==> src/rtl/core/rcslf_pkg.sv <==
// ----------------------------------------------------------------------------
// RC channel signal loss filter package
// Shared constants, configuration register indexes and status types.
// ----------------------------------------------------------------------------
package rcslf_pkg;

    // Channel layout: four lanes, lane three carries the throttle.
    localparam int NUM_CH = 4;
    localparam int THR_CH = 3;

    // Time and hold time field widths.
    localparam int TIME_W = 32;
    localparam int HOLD_W = 16;

    // Configuration port geometry.
    localparam int CFG_IDX_W  = 3;
    localparam int CFG_DATA_W = 16;

    // Configuration register indexes.
    localparam logic [CFG_IDX_W-1:0] CFG_MIN_PULSE    = 3'd0;
    localparam logic [CFG_IDX_W-1:0] CFG_MAX_PULSE    = 3'd1;
    localparam logic [CFG_IDX_W-1:0] CFG_MID_VALUE    = 3'd2;
    localparam logic [CFG_IDX_W-1:0] CFG_FS_ENABLED   = 3'd3;
    localparam logic [CFG_IDX_W-1:0] CFG_ACTIVE_CH    = 3'd4;
    localparam logic [CFG_IDX_W-1:0] CFG_REQUIRED     = 3'd5;
    localparam logic [CFG_IDX_W-1:0] CFG_HOLD_TIME    = 3'd6;

    // Reset values of the configuration registers and channel state.
    localparam logic [15:0]       MIN_PULSE_RST = 16'd885;
    localparam logic [15:0]       MAX_PULSE_RST = 16'd2115;
    localparam logic [15:0]       MID_VALUE_RST = 16'd1500;
    localparam logic [2:0]        ACTIVE_RST    = 3'd4;
    localparam logic [NUM_CH-1:0] REQUIRED_RST  = 4'hF;
    localparam logic [HOLD_W-1:0] HOLD_TIME_RST = 16'd300;
    localparam logic [TIME_W-1:0] DEADLINE_RST  = 32'd300;

    // Output status bit positions in the result tuser.
    localparam int USER_VALID = 0;
    localparam int USER_LINK  = 1;

    // Frame-level link decision.
    typedef struct packed {
        logic channels_valid;
        logic link_up;
    } link_status_t;

endpackage

==> src/rtl/core/rc_channel_signal_loss_filter.sv <==
// ----------------------------------------------------------------------------
// RC channel signal loss filter
// Four lanes check pulse windows and deadlines and average each channel;
// a merge stage decides the link status; a two-entry queue holds results.
// ----------------------------------------------------------------------------
// A result is valid in the cycle after its frame is accepted.
// Throughput: one frame per cycle unless the queue is full; all channel state updates in the accept cycle.
// Input stalls only when both output queue entries are full.
// Reset: configuration, held values, deadlines and history return to defaults
// at once; no clearing pass.
module rc_channel_signal_loss_filter #(
    parameter int AVG_DEPTH  = 3,
    parameter int PULSE_BITS = 12
) (
    input  logic                                 clk,
    input  logic                                 rst_n,
    // Frame input
    input  logic                                 s_tvalid,
    output logic                                 s_tready,
    // pulse_0, pulse_1, pulse_2, pulse_3, now_ms, zero fill
    input  logic [((4*PULSE_BITS+32+7)/8)*8-1:0] s_tdata,
    // failsafe_switch
    input  logic [0:0]                           s_tuser,
    // Result output
    output logic                                 m_tvalid,
    input  logic                                 m_tready,
    // value_0, value_1, value_2, value_3, zero fill
    output logic [((4*PULSE_BITS+7)/8)*8-1:0]    m_tdata,
    // channels_valid, link_up
    output logic [1:0]                           m_tuser,
    // Configuration write
    input  logic                                 cfg_valid,
    output logic                                 cfg_ready,
    input  logic [rcslf_pkg::CFG_IDX_W-1:0]      cfg_index,
    input  logic [rcslf_pkg::CFG_DATA_W-1:0]     cfg_data
);

    localparam int NUM_CH  = rcslf_pkg::NUM_CH;
    localparam int SLOT_W  = $clog2(AVG_DEPTH);
    localparam int VALS_W  = NUM_CH * PULSE_BITS;
    localparam int OUT_W   = ((4*PULSE_BITS+7)/8)*8;
    localparam int ENTRY_W = OUT_W + 2;
    localparam int TIME_LO = NUM_CH * PULSE_BITS;

    // Configuration registers.
    logic [PULSE_BITS-1:0]        min_pulse_reg;
    logic [PULSE_BITS-1:0]        max_pulse_reg;
    logic [PULSE_BITS-1:0]        mid_value_reg;
    logic                         fs_enabled_reg;
    logic [2:0]                   active_ch_reg;
    logic [NUM_CH-1:0]            required_reg;
    logic [rcslf_pkg::HOLD_W-1:0] hold_time_reg;

    // Frame sequencing state.
    logic [SLOT_W-1:0]            hist_slot_reg;
    logic [SLOT_W-1:0]            hist_slot_next;
    logic                         hist_filled_reg;
    logic                         hist_filled_next;

    logic                         accept;
    logic                         cfg_write;
    logic [rcslf_pkg::TIME_W-1:0] now_ms;
    logic [NUM_CH-1:0]            fail_vec;
    logic [VALS_W-1:0]            values;
    rcslf_pkg::link_status_t      status;
    logic [ENTRY_W-1:0]           push_data;
    logic [ENTRY_W-1:0]           out_data;
    logic                         q_ready;

    assign accept    = s_tvalid && s_tready;
    assign s_tready  = q_ready;
    assign cfg_ready = 1'b1;
    assign cfg_write = cfg_valid && cfg_ready;
    assign now_ms    = s_tdata[TIME_LO +: rcslf_pkg::TIME_W];

    // Configuration register writes.
    always_ff @(posedge clk or negedge rst_n)
    begin
        if (!rst_n)
        begin
            min_pulse_reg  <= rcslf_pkg::MIN_PULSE_RST[PULSE_BITS-1:0];
            max_pulse_reg  <= rcslf_pkg::MAX_PULSE_RST[PULSE_BITS-1:0];
            mid_value_reg  <= rcslf_pkg::MID_VALUE_RST[PULSE_BITS-1:0];
            fs_enabled_reg <= 1'b0;
            active_ch_reg  <= rcslf_pkg::ACTIVE_RST;
            required_reg   <= rcslf_pkg::REQUIRED_RST;
            hold_time_reg  <= rcslf_pkg::HOLD_TIME_RST;
        end
        else if (cfg_write)
        begin
            case (cfg_index)
                rcslf_pkg::CFG_MIN_PULSE:  min_pulse_reg  <= cfg_data[PULSE_BITS-1:0];
                rcslf_pkg::CFG_MAX_PULSE:  max_pulse_reg  <= cfg_data[PULSE_BITS-1:0];
                rcslf_pkg::CFG_MID_VALUE:  mid_value_reg  <= cfg_data[PULSE_BITS-1:0];
                rcslf_pkg::CFG_FS_ENABLED: fs_enabled_reg <= cfg_data[0];
                rcslf_pkg::CFG_ACTIVE_CH:  active_ch_reg  <= cfg_data[2:0];
                rcslf_pkg::CFG_REQUIRED:   required_reg   <= cfg_data[NUM_CH-1:0];
                rcslf_pkg::CFG_HOLD_TIME:  hold_time_reg  <= cfg_data[rcslf_pkg::HOLD_W-1:0];
                default: ;
            endcase
        end
    end

    // History slot advances every frame and marks the history full on wrap.
    always_comb
    begin
        hist_filled_next = hist_filled_reg;
        if (hist_slot_reg == SLOT_W'(AVG_DEPTH - 1))
        begin
            hist_slot_next   = '0;
            hist_filled_next = 1'b1;
        end
        else
        begin
            hist_slot_next = hist_slot_reg + SLOT_W'(1);
        end
    end

    always_ff @(posedge clk or negedge rst_n)
    begin
        if (!rst_n)
        begin
            hist_slot_reg   <= '0;
            hist_filled_reg <= 1'b0;
        end
        else if (accept)
        begin
            hist_slot_reg   <= hist_slot_next;
            hist_filled_reg <= hist_filled_next;
        end
    end

    // Channel lanes.
    for (genvar i = 0; i < NUM_CH; i++)
    begin : g_lane
        localparam bit IS_THR = (i == rcslf_pkg::THR_CH);

        logic lane_active;

        // Counts above four enable all lanes.
        assign lane_active = (active_ch_reg > 3'(i));

        rcslf_lane #(
            .PULSE_BITS (PULSE_BITS),
            .AVG_DEPTH  (AVG_DEPTH),
            .THROTTLE   (IS_THR)
        ) u_lane (
            .clk          (clk),
            .rst_n        (rst_n),
            .step         (accept),
            .active       (lane_active),
            .pulse        (s_tdata[i*PULSE_BITS +: PULSE_BITS]),
            .now_ms       (now_ms),
            .min_pulse    (min_pulse_reg),
            .max_pulse    (max_pulse_reg),
            .fail_value   (IS_THR ? min_pulse_reg : mid_value_reg),
            .hold_time_ms (hold_time_reg),
            .hist_slot    (hist_slot_reg),
            .hist_filled  (hist_filled_reg),
            .link_down    (!status.link_up),
            .value        (values[i*PULSE_BITS +: PULSE_BITS]),
            .fail         (fail_vec[i])
        );
    end

    // Link decision over all lanes.
    rcslf_merge u_merge (
        .fail_vec         (fail_vec),
        .required_mask    (required_reg),
        .failsafe_switch  (s_tuser[0]),
        .failsafe_enabled (fs_enabled_reg),
        .status           (status)
    );

    // Result assembly and queue.
    assign push_data = {status.link_up, status.channels_valid, OUT_W'(values)};

    rcslf_outq #(
        .W (ENTRY_W)
    ) u_outq (
        .clk       (clk),
        .rst_n     (rst_n),
        .push      (accept),
        .push_data (push_data),
        .ready     (q_ready),
        .out_valid (m_tvalid),
        .out_ready (m_tready),
        .out_data  (out_data)
    );

    assign m_tdata = out_data[OUT_W-1:0];
    assign m_tuser = out_data[ENTRY_W-1:OUT_W];

    // An accepted frame always leaves a result pending next cycle.
    a_result_follows: assert property (@(posedge clk) disable iff (!rst_n)
        accept |=> m_tvalid)
        else $error("accepted frame produced no pending result");

    // Link up is never reported with an invalid required channel.
    a_link_needs_valid: assert property (@(posedge clk) disable iff (!rst_n)
        m_tvalid |-> (!m_tuser[rcslf_pkg::USER_LINK] || m_tuser[rcslf_pkg::USER_VALID]))
        else $error("link up reported while channels invalid");

    // The history slot stays within the averaging depth.
    a_slot_range: assert property (@(posedge clk) disable iff (!rst_n)
        hist_slot_reg <= SLOT_W'(AVG_DEPTH - 1))
        else $error("history slot out of range");

    // History becomes full exactly when the slot wraps on a frame.
    a_filled_on_wrap: assert property (@(posedge clk) disable iff (!rst_n)
        (accept && !hist_filled_reg && hist_slot_reg == SLOT_W'(AVG_DEPTH - 1))
        |=> hist_filled_reg)
        else $error("history not marked full after wrap");

endmodule

==> src/rtl/core/rcslf_lane.sv <==
// ----------------------------------------------------------------------------
// RC channel signal loss filter lane
// One channel: window check, hold deadline, failsafe substitution and the
// moving average over the last frames. Holds the channel's own state.
// ----------------------------------------------------------------------------
module rcslf_lane #(
    parameter int PULSE_BITS = 12,
    parameter int AVG_DEPTH  = 3,
    parameter bit THROTTLE   = 1'b0
) (
    input  logic                            clk,
    input  logic                            rst_n,
    input  logic                            step,
    input  logic                            active,
    input  logic [PULSE_BITS-1:0]           pulse,
    input  logic [rcslf_pkg::TIME_W-1:0]    now_ms,
    input  logic [PULSE_BITS-1:0]           min_pulse,
    input  logic [PULSE_BITS-1:0]           max_pulse,
    input  logic [PULSE_BITS-1:0]           fail_value,
    input  logic [rcslf_pkg::HOLD_W-1:0]    hold_time_ms,
    input  logic [$clog2(AVG_DEPTH)-1:0]    hist_slot,
    input  logic                            hist_filled,
    input  logic                            link_down,
    output logic [PULSE_BITS-1:0]           value,
    output logic                            fail
);

    localparam int SLOT_W = $clog2(AVG_DEPTH);
    localparam int SUM_W  = PULSE_BITS + SLOT_W;
    // Reciprocal for floor division of a SUM_W-bit sum by AVG_DEPTH.
    localparam int              SHIFT   = SUM_W + SLOT_W;
    localparam longint unsigned RECIP_L = ((64'd1 << SHIFT) / AVG_DEPTH) + 64'd1;
    localparam logic [SUM_W:0]  RECIP   = RECIP_L[SUM_W:0];
    localparam int              PROD_W  = 2 * SUM_W + 1;

    localparam logic [PULSE_BITS-1:0] HELD_RST = THROTTLE ?
        rcslf_pkg::MIN_PULSE_RST[PULSE_BITS-1:0] :
        rcslf_pkg::MID_VALUE_RST[PULSE_BITS-1:0];

    logic [PULSE_BITS-1:0]        held_reg;
    logic [PULSE_BITS-1:0]        held_next;
    logic [rcslf_pkg::TIME_W-1:0] deadline_reg;
    logic [rcslf_pkg::TIME_W-1:0] deadline_next;
    logic [PULSE_BITS-1:0]        hist_reg [AVG_DEPTH];

    logic                         in_window;
    logic                         before_deadline;
    logic [rcslf_pkg::TIME_W:0]   dl_sum;
    logic [PULSE_BITS-1:0]        sample;
    logic [SUM_W-1:0]             sum;
    logic [PROD_W-1:0]            prod;
    logic [PULSE_BITS-1:0]        avg;
    logic                         commit;

    assign commit = step && active;

    // Window check and deadline compare against the stored deadline.
    assign in_window       = (pulse >= min_pulse) && (pulse <= max_pulse);
    assign before_deadline = now_ms < deadline_reg;
    assign fail            = active && !in_window && !before_deadline;

    // Renewed deadline saturates instead of wrapping.
    assign dl_sum        = {1'b0, now_ms} + (rcslf_pkg::TIME_W + 1)'(hold_time_ms);
    assign deadline_next = dl_sum[rcslf_pkg::TIME_W] ? '1 : dl_sum[rcslf_pkg::TIME_W-1:0];

    // Sample entering the average: fresh pulse, held value or failsafe value.
    always_comb
    begin
        if (in_window)
            sample = pulse;
        else if (before_deadline)
            sample = held_reg;
        else
            sample = fail_value;
    end

    // Sum of the history with the current slot replaced by the new sample.
    always_comb
    begin
        sum = '0;
        for (int k = 0; k < AVG_DEPTH; k++)
        begin
            if (SLOT_W'(k) == hist_slot)
                sum = sum + SUM_W'(sample);
            else
                sum = sum + SUM_W'(hist_reg[k]);
        end
    end

    // Division by the averaging depth as a reciprocal multiplication.
    assign prod = PROD_W'(sum) * PROD_W'(RECIP);
    assign avg  = hist_filled ? prod[SHIFT +: PULSE_BITS] : sample;

    // Link down forces the failsafe value into the held register.
    always_comb
    begin
        if (!active)
            held_next = held_reg;
        else if (link_down)
            held_next = fail_value;
        else
            held_next = avg;
    end

    assign value = held_next;

    // Held value and deadline.
    always_ff @(posedge clk or negedge rst_n)
    begin
        if (!rst_n)
        begin
            held_reg     <= HELD_RST;
            deadline_reg <= rcslf_pkg::DEADLINE_RST;
        end
        else if (commit)
        begin
            held_reg <= held_next;
            if (in_window)
                deadline_reg <= deadline_next;
        end
    end

    // Sample history, one slot written per frame.
    always_ff @(posedge clk or negedge rst_n)
    begin
        if (!rst_n)
        begin
            for (int k = 0; k < AVG_DEPTH; k++)
                hist_reg[k] <= '0;
        end
        else if (commit)
        begin
            for (int k = 0; k < AVG_DEPTH; k++)
            begin
                if (SLOT_W'(k) == hist_slot)
                    hist_reg[k] <= sample;
            end
        end
    end

endmodule

==> src/rtl/core/rcslf_merge.sv <==
// ----------------------------------------------------------------------------
// RC channel signal loss filter merge
// Combines the lane failure flags into the frame's valid and link status.
// ----------------------------------------------------------------------------
module rcslf_merge (
    input  logic [rcslf_pkg::NUM_CH-1:0] fail_vec,
    input  logic [rcslf_pkg::NUM_CH-1:0] required_mask,
    input  logic                         failsafe_switch,
    input  logic                         failsafe_enabled,
    output rcslf_pkg::link_status_t      status
);

    // A failed channel matters only when it is required.
    always_comb
    begin
        status.channels_valid = ((fail_vec & required_mask) == '0);
        status.link_up        = status.channels_valid &&
                                !(failsafe_switch && failsafe_enabled);
    end

endmodule

==> src/rtl/core/rcslf_outq.sv <==
// ----------------------------------------------------------------------------
// RC channel signal loss filter output queue
// Two-entry result buffer that decouples the input side from output stalls.
// ----------------------------------------------------------------------------
module rcslf_outq #(
    parameter int W = 50
) (
    input  logic         clk,
    input  logic         rst_n,
    input  logic         push,
    input  logic [W-1:0] push_data,
    output logic         ready,
    output logic         out_valid,
    input  logic         out_ready,
    output logic [W-1:0] out_data
);

    logic [W-1:0] entry_reg [2];
    logic         wr_ptr_reg;
    logic         wr_ptr_next;
    logic         rd_ptr_reg;
    logic         rd_ptr_next;
    logic [1:0]   count_reg;
    logic [1:0]   count_next;
    logic         pop;

    assign ready     = (count_reg != 2'd2);
    assign out_valid = (count_reg != 2'd0);
    assign out_data  = entry_reg[rd_ptr_reg];
    assign pop       = out_valid && out_ready;

    // Pointer and occupancy update.
    always_comb
    begin
        wr_ptr_next = push ? !wr_ptr_reg : wr_ptr_reg;
        rd_ptr_next = pop ? !rd_ptr_reg : rd_ptr_reg;
        count_next  = count_reg + {1'b0, push} - {1'b0, pop};
    end

    always_ff @(posedge clk or negedge rst_n)
    begin
        if (!rst_n)
        begin
            wr_ptr_reg <= 1'b0;
            rd_ptr_reg <= 1'b0;
            count_reg  <= 2'd0;
        end
        else
        begin
            wr_ptr_reg <= wr_ptr_next;
            rd_ptr_reg <= rd_ptr_next;
            count_reg  <= count_next;
        end
    end

    // Result storage.
    always_ff @(posedge clk)
    begin
        if (push)
            entry_reg[wr_ptr_reg] <= push_data;
    end

endmodule

==> config.mk <==
export PLATFORM = sky130hd
export DESIGN_NAME = rc_channel_signal_loss_filter
export DESIGN_NICKNAME = d
export VERILOG_FILES = /design/src/rtl/core/rcslf_pkg.sv /design/src/rtl/core/rc_channel_signal_loss_filter.sv /design/src/rtl/core/rcslf_lane.sv /design/src/rtl/core/rcslf_merge.sv /design/src/rtl/core/rcslf_outq.sv
export SDC_FILE = /design/constraint.sdc
export NUM_CORES = 2
export LEC_CHECK = 0
export BUFFER_PORTS_ARGS = -buffer_cell sky130_fd_sc_hd__buf_4
export CAP_MARGIN = 10
export CORE_UTILIZATION = 62
export DETAILED_ROUTE_END_ITERATION = 6
export PLACE_DENSITY = 0.8
export SYNTH_ARGS = -nofsm -noshare
export SYNTH_HDL_FRONTEND = slang
export SYNTH_SLANG_ARGS = --single-unit
==> constraint.sdc <==
create_clock -name clk -period 14.4 [get_ports clk]
set_clock_uncertainty 0.15 [all_clocks]
set_input_delay 0.72 -clock clk [delete_from_list [all_inputs] [get_ports clk]]
set_output_delay 0.72 -clock clk [all_outputs]
set_load 0.02 [all_outputs]
==> flow_summary.toml <==
[critical_path]
r2r_end = "u_outq.entry_reg[0][46]$_DFFE_PP_"
r2r-start = "g_lane[3].u_lane.deadline_reg[5]$_DFFE_PN1P_"
critical_path.slowest_cell = "o211a_1"
cp_max_fo = 13
start_kind = "flop"
cp-startpoint = "g_lane[3].u_lane.deadline_reg[5]$_DFFE_PN1P_"
arrival_ns = 13.02
crit_path_max_incr_delay_ns = 0.78
crit_path_end_kind = "flop"
cp.required_ns = 14.60
ff2ff_path_depth = 43
r2r_setup_slack_ns = 1.58
crit_top_cell = "a21oi_1"
critical_path_class = "flop to flop"

[clocking]
cts_sinks = 487
clockBufferDepth = 3
ctsResizeCount = 0
h-tree-depth = 2
insertion_delay_ns = 0.64
cts_root_buf = "clkbuf_16"
cts_tree = "yes"
clk_pin_slew_worst_paths_ns = 0.06
cts_hold_buffers = 0
numCtsBuffers = 55
cts_setup_buffers = 0

[die]
io_pins = 158
rows = 97
start_util_pct = 63.03
die_w_um = 269.7
coreArea_um2 = 70510
die_area_um2 = 72750
die_y_um = 269.7

[yosys]
yosysUniqueCellTypes = 81
syn_inst = 4779
synth_edf_count = 100
synth_simple_gate_area_share_pct = 10.75
async_reset_ff_share_pct = 79.47
synthMuxAreaShare_pct = 5.876
synth_compound_area_share_pct = 15.17
synth-seq-cells = 487
yosysSeqAreaShare_pct = 28.75
synth_nets = 5797
synthAdderAreaFrac_pct = 29.05
yosysWarnings = 0
avgSynthCellArea_um2 = 9.299
syn_area_um2 = 44440
synthXorXnorAreaFrac_pct = 4.139
synth_top_family_by_area = "adder cells"
ys.flop_type = "dfrtp_1"

[sta]
fmax_mhz = 78.02
period_needed_ns = 12.82
min_period_over_period_pct = 89.01
setup_viol = 0
hold_viol = 12
max_slew_margin_pct = 15.53
fin_tns_setup_ns = 0
report.final.slew_viol_count = 0
tightestPinTransition_ns = 1.262
rsz0062_at_grt = "no"
hold_slack_ns = -0.06253

[finish]
seqCellArea_um2 = 12780
final_area_um2 = 48620
multi_input_area_um2 = 28960
areaGrowthSynthToFinish_pct = 9.392
finish.utilization_pct = 68.94
finalNetCount = 5911
largest_reg_flops = 144
drive_gt1_share_pct = 11.87
nFillCells = 5416

[placement]
port_buffers = 156
dp_hpwl_mm = 96.23
placed_area_um2 = 46590
place_congestion = 1.007

[route]
routedWlPerCell_um = 20.94
detail-route-antenna-nets = 0
vias = 35870
wl_mm = 123.2
drc = 0
vias_per_cell = 6.095
first_pass_iters = 6
drt_iter0_drc = 3095

[global_route]
grt_max_degree = 113
grt_antenna_before_repair = 7
grt_usage_pct = 34.02
grt_pass1_vias = 35210
grt_pass1_wl_mm = 194.3
gr-total-overflow = 0

[hold_path]
hold_path.class = "primary input to async pin"

[status]
violations = "negative hold slack"
status = "finished, violations left"

[flow_run]
drv_cap = 0
worst max path at each step:
stage	end	slack, ns	cells after the start
final	u_outq.entry_reg[0][46]$_DFFE_PP_	1.58	43
after global placement	u_outq.entry_reg[0][44]$_DFFE_PP_	1.54	43
after CTS	u_outq.entry_reg[0][44]$_DFFE_PP_	1.77	43
after global routing	u_outq.entry_reg[0][44]$_DFFE_PP_	0.73	43
after floorplan	u_outq.entry_reg[0][8]$_DFFE_PP_	3.54	43
after detailed placement	u_outq.entry_reg[1][44]$_DFFE_PP_	1.50	43
routing by layer:
metal / global-route usage [%] / routed length (um) / up-vias
met5: 0.06579 / 27 / -
met4: 15.55 / 5894 / 4
met3: 7.418 / 11010 / 356
met2: 52.74 / 54510 / 1482
met1: 45.59 / 51770 / 17250
li1: - / - / 16780
kinds of logic after synthesis:
| family | after synthesis |
|---|---|
| compound gates | 1121 |
| fa+ha+maj | 913 |
| flops | 487 |
| simple gates | 1081 |
| xor+xnor | 210 |
| buf+inv | 727 |
| other cells | 1 |
| mux | 239 |
final cells by class:
cell class              instances  share of cell area (%)
repair buffers                199                   3.137
multi-input cells            3565                   59.56
clock inverters                31                  0.8802
flip-flops and latches        487                   26.28
inverters                     585                   4.517
well taps                     940                   2.419
clock buffers                  71                   3.163
diodes                          7                 0.03603
Yosys cell counts (27+ instances only):
library cell | number | area share (%)
a211oi_1 | 30 | 0.51
clkbuf_1 | 122 | 1.0
o21bai_1 | 27 | 0.46
xor2_1 | 69 | 1.4
o21a_1 | 28 | 0.47
nor3_1 | 43 | 0.48
nand2b_1 | 32 | 0.45
a21oi_1 | 175 | 2.0
dfstp_2 | 71 | 4.2
inv_1 | 582 | 4.9
nand4_1 | 40 | 0.56
o21ai_0 | 553 | 6.2
nand2_1 | 618 | 5.2
mux2_2 | 175 | 4.4
xnor2_1 | 141 | 2.8
a21o_1 | 100 | 1.7
edfxtp_1 | 100 | 6.8
nand3_1 | 47 | 0.53
mux2i_1 | 64 | 1.4
nor2_1 | 161 | 1.4
a31oi_1 | 31 | 0.44
dfrtp_1 | 316 | 18
ha_1 | 715 | 20
fa_1 | 198 | 8.9
nor2b_1 | 34 | 0.48
worst max-delay path: cells and delay by family, from the launching register on:
family	cells	cell delay (ns)
multiplexers	2	0.69
AND/OR/NAND/NOR	3	0.43
AO/OA/AOI/OAI	22	6.25
buffers and inverters	3	0.13
flip-flops	1	0.53
adder cells (fa/ha/maj)	9	3.56
XOR/XNOR	4	0.83
cells in the final DEF (no fill, tap or decap), drive strengths merged, types with 43 or more instances in the layout:
cell / instances
xor2: 69
a21oi: 175
nor3: 43
xnor2: 141
dfrtp: 316
mux2i: 64
dfstp: 71
fa: 198
mux2: 175
edfxtp: 100
a21o: 100
clkbuf: 71
ha: 715
nand3: 47
nand2: 619
buf: 199
nor2: 162
o21ai: 560
inv: 588
stage by stage:
stage | std cells | setup slack [ns]
6_report | 5885 | 1.583
5_1_grt | 5881 | 0.7277
4_1_cts | 5876 | 1.768
3_5_place_dp | 5774 | 1.499
3_3_place_gp | 5774 | 1.536
2_1_floorplan | 4779 | 3.543
Power is left out: the tool's default activity adds up to more than one toggle a clock period on the data nets, which glitch-free logic cannot reach.
